<file path="src/hdl/nfcrx_pkg.sv">
// ============================================================================
// nfcrx_pkg
// Shared types and constants for the NFC response frame receiver: the parse
// phase encoding, the result status codes and the fixed frame byte values.
// ============================================================================
package nfcrx_pkg;

   // Parse phase of the frame receiver.
   typedef enum logic [3:0] {
      PH_IDLE  = 4'd0,
      PH_PRE1  = 4'd1,
      PH_PRE2  = 4'd2,
      PH_LEN   = 4'd3,
      PH_LCS   = 4'd4,
      PH_XLENH = 4'd5,
      PH_XLENL = 4'd6,
      PH_XLCS  = 4'd7,
      PH_TFI   = 4'd8,
      PH_RSP   = 4'd9,
      PH_ERRC  = 4'd10,
      PH_DATA  = 4'd11,
      PH_DCS   = 4'd12,
      PH_POST  = 4'd13
   } phase_type;

   // Status reported with each result.
   typedef enum logic [2:0] {
      ST_BUSY     = 3'd0,
      ST_OK       = 3'd1,
      ST_PREAMBLE = 3'd2,
      ST_HEADER   = 3'd3,
      ST_XLCS     = 3'd4,
      ST_DCS      = 3'd5,
      ST_POST     = 3'd6,
      ST_ERRFRAME = 3'd7
   } status_type;

   // Fixed byte values of the frame format.
   localparam logic [7:0] BYTE_ZERO      = 8'h00;
   localparam logic [7:0] BYTE_START     = 8'hFF;
   localparam logic [7:0] BYTE_TFI_RESP  = 8'hD5;
   localparam logic [7:0] BYTE_TFI_ERROR = 8'h7F;
   localparam logic [7:0] BYTE_ERROR_DCS = 8'h81;

   // Smallest length of a normal response: TFI plus response code.
   localparam logic [15:0] MIN_RESP_LEN  = 16'd2;
   localparam logic [15:0] ERROR_LEN     = 16'd1;

endpackage

</file>
<file path="src/hdl/nfc_response_frame_receiver_core.sv">
// ============================================================================
// nfc_response_frame_receiver_core
// Parses NFC controller response frames from a received byte stream and
// reports payload bytes and the end-of-frame status.
// ============================================================================
// The block takes one received byte per transfer and returns exactly one
// result per byte, written to the result register once the byte has passed
// the input register, so one byte per clock is sustained with no stall on the
// result side. Each result carries either a payload byte (payload_valid set),
// a plain busy indication, or, on the byte that ends or aborts a frame,
// frame_end with a status: ok, bad preamble, bad header, bad extended length
// checksum, bad data checksum, bad postamble or error frame. After frame_end
// the receiver waits for the next preamble. The expected command is sampled
// with the first preamble byte of each frame. Each request passes through an
// input register and a result register, with the per-byte parse step between
// them.
module nfc_response_frame_receiver_core (
   input  logic       clock,
   input  logic       reset,
   input  logic       req_valid,
   output logic       req_stall,
   input  logic [7:0] req_rx_byte,
   input  logic [7:0] req_expected_command,
   output logic       rsp_valid,
   input  logic       rsp_stall,
   output logic [7:0] rsp_payload_byte,
   output logic       rsp_payload_valid,
   output logic       rsp_frame_end,
   output logic [2:0] rsp_status
);

   // Input register.
   logic       in_vld_ff;
   logic [7:0] in_byte_ff;
   logic [7:0] in_cmd_ff;

   // Parser state.
   nfcrx_pkg::phase_type phase_ff, phase_in;
   logic [15:0] length_hold_ff, length_hold_in;
   logic [15:0] bytes_left_ff, bytes_left_in;
   logic [7:0]  running_sum_ff, running_sum_in;
   logic [7:0]  latched_cmd_ff, latched_cmd_in;
   logic        is_error_ff, is_error_in;

   // Result register.
   logic       out_vld_ff;
   logic [7:0] out_pay_ff;
   logic       out_pvld_ff;
   logic       out_end_ff;
   nfcrx_pkg::status_type out_st_ff;

   // Step outputs.
   logic [7:0] pay_c;
   logic       pvld_c;
   logic       end_c;
   nfcrx_pkg::status_type st_c;

   logic move;
   logic step;

   // The result register advances when it is empty or being taken.
   assign move      = !out_vld_ff || !rsp_stall;
   assign step      = in_vld_ff && move;
   assign req_stall = in_vld_ff && !move;

   // Input register loads on every request transfer.
   always_ff @(posedge clock) begin
      if (reset) begin
         in_vld_ff <= 1'b0;
      end else if (!req_stall) begin
         in_vld_ff <= req_valid;
      end
      if (req_valid && !req_stall) begin
         in_byte_ff <= req_rx_byte;
         in_cmd_ff  <= req_expected_command;
      end
   end

   // Per-byte parse step: next state and the result of this byte.
   always_comb begin
      phase_in       = phase_ff;
      length_hold_in = length_hold_ff;
      bytes_left_in  = bytes_left_ff;
      running_sum_in = running_sum_ff;
      latched_cmd_in = latched_cmd_ff;
      is_error_in    = is_error_ff;
      pay_c          = 8'h00;
      pvld_c         = 1'b0;
      end_c          = 1'b0;
      st_c           = nfcrx_pkg::ST_BUSY;
      unique case (phase_ff)
         nfcrx_pkg::PH_PRE1: begin
            if (in_byte_ff == nfcrx_pkg::BYTE_ZERO) begin
               phase_in = nfcrx_pkg::PH_PRE2;
            end else begin
               st_c  = nfcrx_pkg::ST_PREAMBLE;
               end_c = 1'b1;
            end
         end
         nfcrx_pkg::PH_PRE2: begin
            if (in_byte_ff == nfcrx_pkg::BYTE_START) begin
               phase_in = nfcrx_pkg::PH_LEN;
            end else begin
               st_c  = nfcrx_pkg::ST_PREAMBLE;
               end_c = 1'b1;
            end
         end
         nfcrx_pkg::PH_LEN: begin
            length_hold_in = {8'h00, in_byte_ff};
            phase_in       = nfcrx_pkg::PH_LCS;
         end
         nfcrx_pkg::PH_LCS: begin
            // Length FF with checksum FF marks an extended frame.
            if (length_hold_ff == {8'h00, nfcrx_pkg::BYTE_START} &&
                in_byte_ff == nfcrx_pkg::BYTE_START) begin
               phase_in = nfcrx_pkg::PH_XLENH;
            end else if (8'(length_hold_ff[7:0] + in_byte_ff) == 8'h00) begin
               phase_in = nfcrx_pkg::PH_TFI;
            end else begin
               st_c  = nfcrx_pkg::ST_HEADER;
               end_c = 1'b1;
            end
         end
         nfcrx_pkg::PH_XLENH: begin
            length_hold_in = {in_byte_ff, 8'h00};
            running_sum_in = in_byte_ff;
            phase_in       = nfcrx_pkg::PH_XLENL;
         end
         nfcrx_pkg::PH_XLENL: begin
            length_hold_in = {length_hold_ff[15:8], in_byte_ff};
            running_sum_in = 8'(running_sum_ff + in_byte_ff);
            phase_in       = nfcrx_pkg::PH_XLCS;
         end
         nfcrx_pkg::PH_XLCS: begin
            if (8'(running_sum_ff + in_byte_ff) == 8'h00) begin
               phase_in = nfcrx_pkg::PH_TFI;
            end else begin
               st_c  = nfcrx_pkg::ST_XLCS;
               end_c = 1'b1;
            end
         end
         nfcrx_pkg::PH_TFI: begin
            running_sum_in = in_byte_ff;
            if (in_byte_ff == nfcrx_pkg::BYTE_TFI_RESP &&
                length_hold_ff >= nfcrx_pkg::MIN_RESP_LEN) begin
               phase_in = nfcrx_pkg::PH_RSP;
            end else if (in_byte_ff == nfcrx_pkg::BYTE_TFI_ERROR &&
                         length_hold_ff == nfcrx_pkg::ERROR_LEN) begin
               is_error_in = 1'b1;
               phase_in    = nfcrx_pkg::PH_ERRC;
            end else begin
               st_c  = nfcrx_pkg::ST_HEADER;
               end_c = 1'b1;
            end
         end
         nfcrx_pkg::PH_RSP: begin
            // The response code is the command plus one, wrapping at 8 bits.
            if (in_byte_ff == 8'(latched_cmd_ff + 8'd1)) begin
               running_sum_in = 8'(running_sum_ff + in_byte_ff);
               bytes_left_in  = 16'(length_hold_ff - nfcrx_pkg::MIN_RESP_LEN);
               phase_in       = (length_hold_ff == nfcrx_pkg::MIN_RESP_LEN) ?
                                nfcrx_pkg::PH_DCS : nfcrx_pkg::PH_DATA;
            end else begin
               st_c  = nfcrx_pkg::ST_HEADER;
               end_c = 1'b1;
            end
         end
         nfcrx_pkg::PH_ERRC: begin
            if (in_byte_ff == nfcrx_pkg::BYTE_ERROR_DCS) begin
               phase_in = nfcrx_pkg::PH_POST;
            end else begin
               st_c  = nfcrx_pkg::ST_HEADER;
               end_c = 1'b1;
            end
         end
         nfcrx_pkg::PH_DATA: begin
            pay_c          = in_byte_ff;
            pvld_c         = 1'b1;
            running_sum_in = 8'(running_sum_ff + in_byte_ff);
            bytes_left_in  = 16'(bytes_left_ff - 16'd1);
            if (bytes_left_ff == 16'd1) begin
               phase_in = nfcrx_pkg::PH_DCS;
            end
         end
         nfcrx_pkg::PH_DCS: begin
            if (8'(running_sum_ff + in_byte_ff) == 8'h00) begin
               phase_in = nfcrx_pkg::PH_POST;
            end else begin
               st_c  = nfcrx_pkg::ST_DCS;
               end_c = 1'b1;
            end
         end
         nfcrx_pkg::PH_POST: begin
            end_c = 1'b1;
            if (in_byte_ff == nfcrx_pkg::BYTE_ZERO) begin
               st_c = is_error_ff ? nfcrx_pkg::ST_ERRFRAME : nfcrx_pkg::ST_OK;
            end else begin
               st_c = nfcrx_pkg::ST_POST;
            end
         end
         default: begin
            // Idle, and any unused phase code: start of a new frame.
            latched_cmd_in = in_cmd_ff;
            is_error_in    = 1'b0;
            length_hold_in = 16'h0000;
            bytes_left_in  = 16'h0000;
            running_sum_in = 8'h00;
            if (in_byte_ff == nfcrx_pkg::BYTE_ZERO) begin
               phase_in = nfcrx_pkg::PH_PRE1;
            end else begin
               st_c  = nfcrx_pkg::ST_PREAMBLE;
               end_c = 1'b1;
            end
         end
      endcase
      if (end_c) begin
         phase_in = nfcrx_pkg::PH_IDLE;
      end
   end

   // Parser state registers.
   always_ff @(posedge clock) begin
      if (reset) begin
         phase_ff       <= nfcrx_pkg::PH_IDLE;
         length_hold_ff <= 16'h0000;
         bytes_left_ff  <= 16'h0000;
         running_sum_ff <= 8'h00;
         latched_cmd_ff <= 8'h00;
         is_error_ff    <= 1'b0;
      end else if (step) begin
         phase_ff       <= phase_in;
         length_hold_ff <= length_hold_in;
         bytes_left_ff  <= bytes_left_in;
         running_sum_ff <= running_sum_in;
         latched_cmd_ff <= latched_cmd_in;
         is_error_ff    <= is_error_in;
      end
   end

   // Result register.
   always_ff @(posedge clock) begin
      if (reset) begin
         out_vld_ff <= 1'b0;
      end else if (move) begin
         out_vld_ff <= in_vld_ff;
      end
      if (step) begin
         out_pay_ff  <= pay_c;
         out_pvld_ff <= pvld_c;
         out_end_ff  <= end_c;
         out_st_ff   <= st_c;
      end
   end

   assign rsp_valid         = out_vld_ff;
   assign rsp_payload_byte  = out_pay_ff;
   assign rsp_payload_valid = out_pvld_ff;
   assign rsp_frame_end     = out_end_ff;
   assign rsp_status        = out_st_ff;

   // A payload byte never ends a frame.
   a_payload_not_end: assert property (@(posedge clock) disable iff (reset)
      (out_vld_ff && out_pvld_ff) |-> !out_end_ff)
      else $error("payload result also marked frame end");

   // A result that does not end the frame reports busy.
   a_busy_mid_frame: assert property (@(posedge clock) disable iff (reset)
      (out_vld_ff && !out_end_ff) |-> (out_st_ff == nfcrx_pkg::ST_BUSY))
      else $error("non-final result carries a status");

   // A byte that ends a frame returns the parser to idle.
   a_end_to_idle: assert property (@(posedge clock) disable iff (reset)
      (step && end_c) |=> (phase_ff == nfcrx_pkg::PH_IDLE))
      else $error("parser not idle after frame end");

   // A processed byte always yields a result in the next cycle.
   a_step_result: assert property (@(posedge clock) disable iff (reset)
      step |=> out_vld_ff)
      else $error("processed byte produced no result");

endmodule
</file>
<file path="config.mk">
export PLATFORM = sky130hd
export DESIGN_NAME = nfc_response_frame_receiver_core
export DESIGN_NICKNAME = d
export VERILOG_FILES = /design/src/hdl/nfcrx_pkg.sv /design/src/hdl/nfc_response_frame_receiver_core.sv
export SDC_FILE = /design/constraint.sdc
export NUM_CORES = 1
export LEC_CHECK = 0
export BUFFER_PORTS_ARGS = -buffer_cell sky130_fd_sc_hd__buf_2
export CAP_MARGIN = 10
export CELL_PAD_IN_SITES_DETAIL_PLACEMENT = 0
export CELL_PAD_IN_SITES_GLOBAL_PLACEMENT = 1
export CORE_ASPECT_RATIO = 0.9
export CORE_UTILIZATION = 42
export DETAILED_ROUTE_END_ITERATION = 8
export PLACE_DENSITY_LB_ADDON = 0.1
export SLEW_MARGIN = 40
export SYNTH_ARGS = -nofsm -noshare
export SYNTH_HDL_FRONTEND = slang
export SYNTH_SLANG_ARGS = --single-unit
</file>
<file path="constraint.sdc">
create_clock -name clock -period 3.1 [get_ports clock]
set_clock_uncertainty 0.15 [all_clocks]
set_input_delay 0.62 -clock clock [delete_from_list [all_inputs] [get_ports clock]]
set_output_delay 0.62 -clock clock [all_outputs]
set_load 0.005 [all_outputs]
</file>
==> results.json, run 1 <==
{
  "slew_viol_final": 0,
  "diodes": 0,
  "nNetsFinal": 736,
  "finalHoldViolCount": 0,
  "met2_length_um": 6840,
  "cts.sinks": 84,
  "rsz0062_at_grt": "true",
  "die_h_um": 109,
  "synth_compound_area_share_pct": 20.1,
  "period_share_pct": 99.7,
  "drive_above_1_share_pct": 20.1,
  "ant_nets": 0,
  "maxCapViolations": 0,
  "routed_wirelength_um": 15300,
  "vdd_drop_max_mv": 0.308,
  "stdcell_count": 861,
  "synthAdderAreaFrac_pct": 5.00,
  "clk_latency_ns": 0.35,
  "start_util_pct": 43.6,
  "synth_xor_xnor_area_share_pct": 5.95,
  "cp_slowest_cell": "or4_4",
  "cts-buffers-inserted": 9,
  "yosysTopAreaCellShare_pct": 20.8,
  "cts_buffer_depth": 2,
  "path_cells": "ha_2 > inv_2 > fa_2 > nand2b_4 > a21oi_2 > xor2_1 > or4_4 > or4_4 > o21bai_4 > nand4_4 > o31ai_2",
  "ys.flop_type": "dfxtp_1",
  "syn_inst": 634,
  "first_global_vias": 4609,
  "dp_cells": 838,
  "holdPathStages": 1,
  "cp_data_arrival_time_ns": 3.20,
  "ys_warn_count": 0,
  "synth_edf_count": 29,
  "grt_antenna_before_repair": 0,
  "htreeDepth": 3,
  "critical_path.endpoint_type": "register",
  "area_delta_synth_final_pct": 19.4,
  "crit_fanout": 5,
  "crit_family": "simple AND/OR/NAND/NOR gates",
  "top_layer": "met4",
  "drc": 0,
  "setup_viol": 0,
  "async_flop_share_pct": 0,
  "syn_avg_cell_area_um2": 8.36,
  "fmax_mhz": 323,
  "r2r-end": "phase_ff[2]",
  "routedWlPerCell_um": 17.8,
  "hp-class": "primary input to register",
  "cp_num_buf_inv": 1,
  "required_ns": 3.21,
  "synth_nets": 674,
  "clk_pin_slew_ns": 0.06,
  "cts-root-buf": "clkbuf_16",
  "crit_path_start_kind": "register",
  "leakage_nw": 2.47,
  "synthTopCellsByArea": "dfxtp_1 (21%), edfxtp_1 (16%), a21oi_1 (6.6%)",
  "slew-limit-headroom_pct": 53.5,
  "viasPerCell": 5.81,
  "crit_top_cell": "or4_4",
  "gp_congestion": 0.848,
  "grt_pass1_wl_um": 24400,
  "grt_use_total_pct": 24.3,
  "met1Wirelength_um": 7450,
  "placementRows": 38,
  "yosys.area.top_type": "dfxtp_1",
  "worstMarginPinSlew_ns": 0.695,
  "power.density_nw_per_um2": 401,
  "drt_iter0_markers": 409,
  "dieWidth_um": 120,
  "status": "completed",
  "grt_max_degree": 52,
  "drtPass1Iterations": 5,
  "ys_top_cells_by_count": "nand2_1 (72), a21oi_1 (70), dfxtp_1 (55), nor2_1 (49), edfxtp_1 (29)",
  "yosysMostFrequentCell": "nand2_1",
  "min_from": "req_expected_command[5]",
  "yosys.area_share.simple_pct": 24.2,
  "r2r-start": "in_byte_ff[0]",
  "utilization_pct": 52.0,
  "fin_crit_ns": 3.09,
  "dp.final_hpwl_um": 11100,
  "min_to": "in_cmd_ff[5]",
  "synthMuxAreaShare_pct": 2.67,
  "totalPowerFinal_mw": 2.54,
  "fp.dieArea_um2": 13100,
  "ys_ff_latch": 84,
  "met3_length_um": 764,
  "grt-ovfl-total": 0,
  "holdWs_ns": 0.295,
  "reg2reg_depth": 11,
  "yosys.cell_types.count": 72,
  "core_um2": 12200,
  "cts_tree": "built",
  "syn_area_um2": 5300,
  "portBuffers": 34,
  "synth_top_family_by_area": "simple AND/OR/NAND/NOR gates",
  "rrSetupSlack_ns": 0.009,
  "crit_type": "register to register",
  "max_stage_delay_ns": 0.49,
  "vias": 5003,
  "pin_count": 35,
  "ys_seq_area_share_pct": 37.2
}
## worst max path at each step
stage | from | end | slack [ns] | cells after the start
floorplan | in_byte_ff[1] | phase_ff[2] | 0.02 | 10
global placement | in_byte_ff[0] | phase_ff[2] | -0.12 | 10
detailed placement | in_byte_ff[0] | phase_ff[2] | -0.19 | 10
CTS | in_byte_ff[0] | phase_ff[2] | -0.04 | 11
global route | in_byte_ff[0] | phase_ff[2] | -0.1 | 11
finish | in_byte_ff[0] | phase_ff[2] | 0.009 | 11
## kinds of logic (layout without fill, tap and decap cells)
family / after synthesis / after routing
XOR/XNOR: 36 / 36
AND/OR/NAND/NOR: 253 / 253
adder cells (fa/ha/maj): 20 / 20
AO/OA/AOI/OAI: 167 / 167
flip-flops: 84 / 84
buffers and inverters: 60 / 127
multiplexers: 14 / 14
## stage by stage
step	setup slack, ns	cell area, µm²	setup TNS, ns
4_1_cts	-0.0364	6240	-0.0534
6_report	0.00857	6330	0
3_5_place_dp	-0.192	5900	-0.829
5_1_grt	-0.0963	6330	-0.347
2_1_floorplan	0.0189	5320	0
3_3_place_gp	-0.117	5900	-0.531
## report_power, final
| part | internal (mW) | switching (mW) | total (mW) |
|---|---|---|---|
| logic | 0.109 | 0.157 | 0.266 |
| registers | 1.17 | 0.0176 | 1.18 |
| clock network | 0.605 | 0.482 | 1.09 |
| total | 1.88 | 0.656 | 2.54 |
## per-layer routing
layer	GRT usage, %	up-vias
met1	34.3	2390
met5	0	-
met2	37.6	141
met4	8.11	0
met3	4.17	24
li1	-	2448
## flip-flops by register name, summed over array words and instances, names as in the netlist
| signal | count |
|---|---|
| is_error_ff | 1 |
| in_byte_ff | 8 |
| rsp_status | 3 |
| in_vld_ff | 1 |
| rsp_payload_valid | 1 |
| rsp_payload_byte | 8 |
| rsp_frame_end | 1 |
| length_hold_ff | 16 |
| latched_cmd_ff | 8 |
| bytes_left_ff | 16 |
| phase_ff | 4 |
| in_cmd_ff | 8 |
| rsp_valid | 1 |
| running_sum_ff | 8 |
## layout make-up
cell class / count / area, µm²
clock buffers: 10 / 250
clock inverters: 6 / 50.0
fillers: 1182 / 5840
inverters: 20 / 75.1
multi-input cells: 490 / 3170
flip-flops and latches: 84 / 1970
well taps: 160 / 200
repair buffers: 91 / 611
## cells in the final DEF, fill, tap and decap left out, types with 17 or more instances in the layout
master	synthesis	routed
nand2_1	72	72
edfxtp_1	29	29
dfxtp_1	55	55
nand3_1	27	27
inv_1	19	17
nor3_1	17	17
ha_1	18	17
a21oi_1	70	67
xnor2_1	23	23
buf_4	3	56
buf_2	8	34
nor2_1	49	49
## what timing repair did
item,4_1_cts,5_1_grt
pin swaps,5,5
setup buffers,5,2
gates resized for setup,1,18
hold buffers,0,0
setup endpoints to repair,7,8
Note: power is estimated with default switching activity, not from simulation.
==> run 2, diff against run 1 <==
--- a/config.mk
+++ b/config.mk
@@ -5,14 +5,15 @@
 export SDC_FILE = /design/constraint.sdc
 export NUM_CORES = 1
 export LEC_CHECK = 0
-export BUFFER_PORTS_ARGS = -buffer_cell sky130_fd_sc_hd__buf_2
 export CAP_MARGIN = 10
 export CELL_PAD_IN_SITES_DETAIL_PLACEMENT = 0
 export CELL_PAD_IN_SITES_GLOBAL_PLACEMENT = 1
 export CORE_ASPECT_RATIO = 0.9
-export CORE_UTILIZATION = 42
+export CORE_UTILIZATION = 53
 export DETAILED_ROUTE_END_ITERATION = 8
+export DONT_BUFFER_PORTS = 1
 export PLACE_DENSITY_LB_ADDON = 0.1
+export RECOVER_POWER = 50
 export SLEW_MARGIN = 40
 export SYNTH_ARGS = -nofsm -noshare
 export SYNTH_HDL_FRONTEND = slang
==> constraint.sdc (replaced) <==
create_clock -name clock -period 4 [get_ports clock]
set_clock_uncertainty 0.15 [all_clocks]
set_input_delay 0.8 -clock clock [delete_from_list [all_inputs] [get_ports clock]]
set_output_delay 0.8 -clock clock [all_outputs]
set_load 0.005 [all_outputs]
==> run 2 against run 1 <==
  * Utilization grew 5.8 points
  * Fmax fell by 13%
  * Cell count decreased by 13%
  * Power is 30% lower
  * Global-route usage increased by 3.4 points
==> results.json, run 2 (synthesized netlist as in run 1, its figures left out) <==
{
  "layout_commonest_cell": "nand2_1",
  "vdd_drop_max_mv": 0.317,
  "seqPwrFrac_pct": 52.1,
  "first_global_vias": 4385,
  "period_share_pct": 88.5,
  "max_stage_delay_ns": 0.83,
  "grt_max_degree": 53,
  "min_to": "latched_cmd_ff[6]",
  "grt_pass1_wl_um": 22600,
  "cts.sinks": 84,
  "pin_count": 35,
  "die_h_um": 96.9,
  "combPwrFrac_pct": 8.2,
  "area_delta_synth_final_pct": 5.74,
  "holdPathStages": 2,
  "htreeDepth": 3,
  "grt_antenna_before_repair": 0,
  "rsz0062_at_grt": "false",
  "vias": 4716,
  "final-seq-area_um2": 1970,
  "fill_cells": 908,
  "routed_wirelength_um": 13700,
  "r2r-end": "bytes_left_ff[13]",
  "diodes": 0,
  "cp_data_arrival_time_ns": 3.71,
  "required_ns": 4.17,
  "viasPerCell": 6.29,
  "path_cells": "clkbuf_1 > nand3_1 > inv_1 > clkbuf_2 > o21ai_0 > nand3_1 > o221a_2",
  "finalHoldViolCount": 0,
  "final.setup.tns_ns": 0,
  "placed_cell_area_um2": 5390,
  "setup_viol": 0,
  "slew_viol_final": 0,
  "cp_slowest_cell": "clkbuf_1",
  "cts_buffer_depth": 2,
  "slew-limit-headroom_pct": 30.2,
  "core_um2": 9700,
  "cts-root-buf": "clkbuf_8",
  "cts_post_setup_buffers_inserted": 0,
  "start_util_pct": 54.7,
  "crit_path_start_kind": "register",
  "clk_latency_ns": 0.37,
  "multiInputGateArea_um2": 3080,
  "drt_iter0_markers": 363,
  "crit_fanout": 25,
  "fin_crit_ns": 3.54,
  "drive_above_1_share_pct": 6.89,
  "utilization_pct": 57.8,
  "worstMarginPinSlew_ns": 1.05,
  "drc": 0,
  "final_cell_mix": "nand2_1 (72), a21oi_1 (70), dfxtp_1 (55), nor2_1 (49), edfxtp_1 (29)",
  "nNetsFinal": 659,
  "switching_share_pct": 25.5,
  "fp.dieArea_um2": 10400,
  "rrSetupSlack_ns": 0.46,
  "p_sw_mw": 0.453,
  "leakage_nw": 2.06,
  "reg_top3": "bytes_left_ff x16, length_hold_ff x16",
  "fin_area_um2": 5610,
  "clk_pin_slew_ns": 0.09,
  "portBuffers": 0,
  "cp_num_buf_inv": 3,
  "maxCapViolations": 0,
  "cts-buffers-inserted": 9,
  "hp-class": "register to register",
  "hold_buffers": 0,
  "placementRows": 34,
  "crit_top_cell": "nand3_1",
  "routedWlPerCell_um": 18.3,
  "r2r-start": "phase_ff[0]",
  "grt_use_total_pct": 27.7,
  "reg2reg_depth": 7,
  "p_int_mw": 1.32,
  "drtPass1Iterations": 5,
  "ctsResizeCount": 0,
  "min_from": "latched_cmd_ff[6]",
  "ant_nets": 0,
  "grt-ovfl-total": 0,
  "fmax_mhz": 283,
  "dp.final_hpwl_um": 9700,
  "dieWidth_um": 107,
  "gp_congestion": 0.829,
  "critical_path.endpoint_type": "register",
  "crit_type": "register to register",
  "crit_family": "buffers and inverters",
  "clkPwrFrac_pct": 39.7,
  "cts_tree": "built",
  "power.density_nw_per_um2": 317,
  "status": "completed"
}
## run 2: changes by cell type in the layout (fill, tap and decap cells not counted), moves of 3 or more
cell,change
clkbuf_16,-10
a21oi_2,-3
buf_2,-34
buf_4,-45
clkbuf_8,+9
o31ai_1,+3
a21oi_1,+3
o31ai_2,-3
## run 2: power by group through the flow
stage / clock [mW] / combinational [mW] / sequential, mW
6_report: 0.705 / 0.146 / 0.924
2_1_floorplan: 0 / 0.118 / 0.936
3_3_place_gp: 0 / 0.142 / 0.943
4_1_cts: 0.720 / 0.145 / 0.924
3_5_place_dp: 0 / 0.144 / 0.944
5_1_grt: 0.754 / 0.161 / 0.928
## run 2: through the flow
| stage | cells | hold WS, ns | setup slack [ns] | total power [mW] |
|---|---|---|---|---|
| 5_1_grt | 750 | 0.327 | 0.269 | 1.84 |
| 2_1_floorplan | 634 | 0.286 | 0.764 | 1.05 |
| 3_5_place_dp | 734 | 0.299 | 0.630 | 1.09 |
| 3_3_place_gp | 734 | 0.292 | 0.759 | 1.09 |
| 4_1_cts | 750 | 0.311 | 0.597 | 1.79 |
| 6_report | 750 | 0.306 | 0.462 | 1.77 |
## run 2: layer usage
metal  vias up  track usage [%]  routed length (µm)
met5         -                0                   0
met4         0             6.74                 175
met3        13             4.65                 852
met2       168             43.9                6340
met1      2242             39.2                6360
li1       2293                -                   -
## run 2: worst min-delay path: cells and delay by family, from the launching register on
kind | cells | cell delay [ns]
flops | 1 | 0.32
compound gates | 1 | 0.05
simple gates | 1 | 0.05
## run 2: layout make-up
class	instances	share of cell area, %
tap	126	2.81
clock buffer	9	2.21
clock inverter	7	1.90
inverter	20	1.34
multi-input combinational	490	54.9
sequential	84	35.2
timing repair buffer	14	1.70
## run 2: how the worst max path moves through the flow
stage / from / endpoint / slack (ns) / cells after the start
2_1_floorplan: in_byte_ff[1] / phase_ff[1] / 0.76 / 10
3_3_place_gp: in_byte_ff[0] / phase_ff[2] / 0.76 / 11
3_5_place_dp: in_byte_ff[0] / phase_ff[2] / 0.63 / 11
4_1_cts: in_byte_ff[0] / phase_ff[2] / 0.60 / 11
5_1_grt: phase_ff[0] / bytes_left_ff[13] / 0.27 / 7
6_report: phase_ff[0] / bytes_left_ff[13] / 0.46 / 7
==> run 3, diff against run 2 <==
--- a/config.mk
+++ b/config.mk
@@ -12,6 +12,7 @@
 export CORE_UTILIZATION = 53
 export DETAILED_ROUTE_END_ITERATION = 8
 export DONT_BUFFER_PORTS = 1
+export MAX_ROUTING_LAYER = met4
 export PLACE_DENSITY_LB_ADDON = 0.1
 export RECOVER_POWER = 50
 export SLEW_MARGIN = 40
==> run 3 against run 2 <==
  * Wire length is 0.39% higher
  * Via count is 0.32% higher
  * Global-route usage rose by 1.4 points
  * Combinational power barely moved
  * Die area stayed put
  * Setup slack got worse by 0.021 ns
  * Utilization unchanged
  * Critical endpoint unchanged
  * Sequential share of layout area did not move
  * Clock power is 0.9% higher
  * Flip-flop and latch count did not move
  * Highest routed layer unchanged
  * Clock-buffer cell count stayed put
  * Register-to-register slack got worse by 0.02 ns
==> results.json, run 3 (synthesized netlist as in run 1, its figures left out) <==
{
  "crit_fanout": 25,
  "critical_path.endpoint_type": "register",
  "p_sw_mw": 0.460,
  "grt_pass1_wl_um": 22800,
  "cts-buffers-inserted": 9,
  "hp-class": "register to register",
  "fmax_mhz": 281,
  "vdd_drop_max_mv": 0.282,
  "first_global_vias": 4521,
  "cts-root-buf": "clkbuf_8",
  "switching_share_pct": 25.8,
  "placementRows": 34,
  "slew_viol_final": 0,
  "placed_cell_area_um2": 5390,
  "htreeDepth": 3,
  "dieWidth_um": 107,
  "cts_post_setup_buffers_inserted": 0,
  "cts_tree": "built",
  "power.density_nw_per_um2": 318,
  "drc": 0,
  "crit_type": "register to register",
  "final-seq-area_um2": 1970,
  "vias": 4731,
  "maxCapViolations": 0,
  "ant_nets": 0,
  "p_int_mw": 1.32,
  "core_um2": 9700,
  "pre_cts_ws_ns": 0.631,
  "path_cells": "clkbuf_1 > nand3_1 > inv_1 > clkbuf_2 > o21ai_0 > nand3_1 > o221a_2",
  "slew-limit-headroom_pct": 30.6,
  "setup_viol": 0,
  "area_delta_synth_final_pct": 5.74,
  "clk_latency_ns": 0.37,
  "drt_iter0_markers": 387,
  "routedWlPerCell_um": 18.4,
  "combPwrFrac_pct": 8.2,
  "grt_use_total_pct": 29.1,
  "cts.sinks": 84,
  "final.setup.tns_ns": 0,
  "reg_top3": "bytes_left_ff x16, length_hold_ff x16",
  "multiInputGateArea_um2": 3080,
  "totalPowerFinal_mw": 1.78,
  "pin_count": 35,
  "drive_above_1_share_pct": 6.89,
  "cp_slowest_cell": "clkbuf_1",
  "seqPwrFrac_pct": 51.9,
  "crit_family": "buffers and inverters",
  "hold_buffers": 0,
  "leakage_nw": 2.06,
  "status": "completed",
  "viasPerCell": 6.31,
  "fin_area_um2": 5610,
  "ctsResizeCount": 0,
  "rsz0062_at_grt": "false",
  "fill_cells": 890,
  "grt_max_degree": 53,
  "layout_setup_ws_ns": 0.441,
  "cts_buffer_depth": 2,
  "drtPass1Iterations": 4,
  "die_h_um": 96.9,
  "nNetsFinal": 659,
  "worstMarginPinSlew_ns": 1.04,
  "diodes": 0,
  "portBuffers": 0,
  "clkPwrFrac_pct": 39.9,
  "required_ns": 4.18,
  "fp.dieArea_um2": 10400,
  "clk_pin_slew_ns": 0.10,
  "dp.final_hpwl_um": 9660,
  "fin_crit_ns": 3.56,
  "gp_congestion": 0.848,
  "crit_path_start_kind": "register",
  "utilization_pct": 57.8,
  "start_util_pct": 54.7,
  "period_share_pct": 89.0,
  "layout_commonest_cell": "nand2_1",
  "finalHoldViolCount": 0,
  "grt_antenna_before_repair": 0,
  "final_cell_mix": "nand2_1 (72), a21oi_1 (70), dfxtp_1 (55), nor2_1 (49), edfxtp_1 (29)",
  "max_stage_delay_ns": 0.83,
  "routed_wirelength_um": 13800,
  "cp_num_buf_inv": 3,
  "grt-ovfl-total": 0,
  "cp_data_arrival_time_ns": 3.73,
  "crit_top_cell": "nand3_1"
}
run 3: cell counts in the layout (fill, tap and decap cells not counted):
No cell type changed its count.
run 3: power groups by stage:
stage	clock network (mW)	logic (mW)	registers, mW
floorplan	0	0.118	0.936
global placement	0	0.142	0.943
detailed placement	0	0.143	0.944
CTS	0.729	0.144	0.925
global route	0.758	0.162	0.928
finish	0.711	0.146	0.925
run 3: cell type report:
class	instances	share of cell area (%)
timing repair buffer	14	1.70
multi-input combinational	490	54.9
tap	126	2.81
sequential	84	35.2
clock buffer	9	2.21
clock inverter	7	1.90
inverter	20	1.34
run 3: final timing paths:
| check | start | endpoint | slack, ns | cells after the start |
|---|---|---|---|---|
| hold reg to reg | running_sum_ff[7] | running_sum_ff[7] | 0.32 | 2 |
| setup reg to reg | phase_ff[0] | bytes_left_ff[13] | 0.44 | 7 |
| hold / removal | running_sum_ff[7] | running_sum_ff[7] | 0.32 | 2 |
| setup / recovery | phase_ff[0] | bytes_left_ff[13] | 0.44 | 7 |
run 3: through the flow:
step	hold slack [ns]	instances
CTS	0.324	750
global route	0.315	750
global placement	0.292	734
detailed placement	0.311	734
floorplan	0.286	634
finish	0.318	750
run 3: worst register-to-register path: stages (launching register included):
cell and delay [ns]:
dfxtp_1 0.63, clkbuf_1 0.83, nand3_1 0.74, inv_1 0.22
clkbuf_2 0.48, o21ai_0 0.17, nand3_1 0.12, o221a_2 0.18
run 3: per-layer routing:
layer  routed length (µm)  global-route usage (%)  up-vias
li1                     -                       -     2289
met1                 6320                    39.4     2235
met2                 6150                    42.5      180
met3                  971                    5.93       27
met4                  335                    11.5        0
met5                    0                       -        -
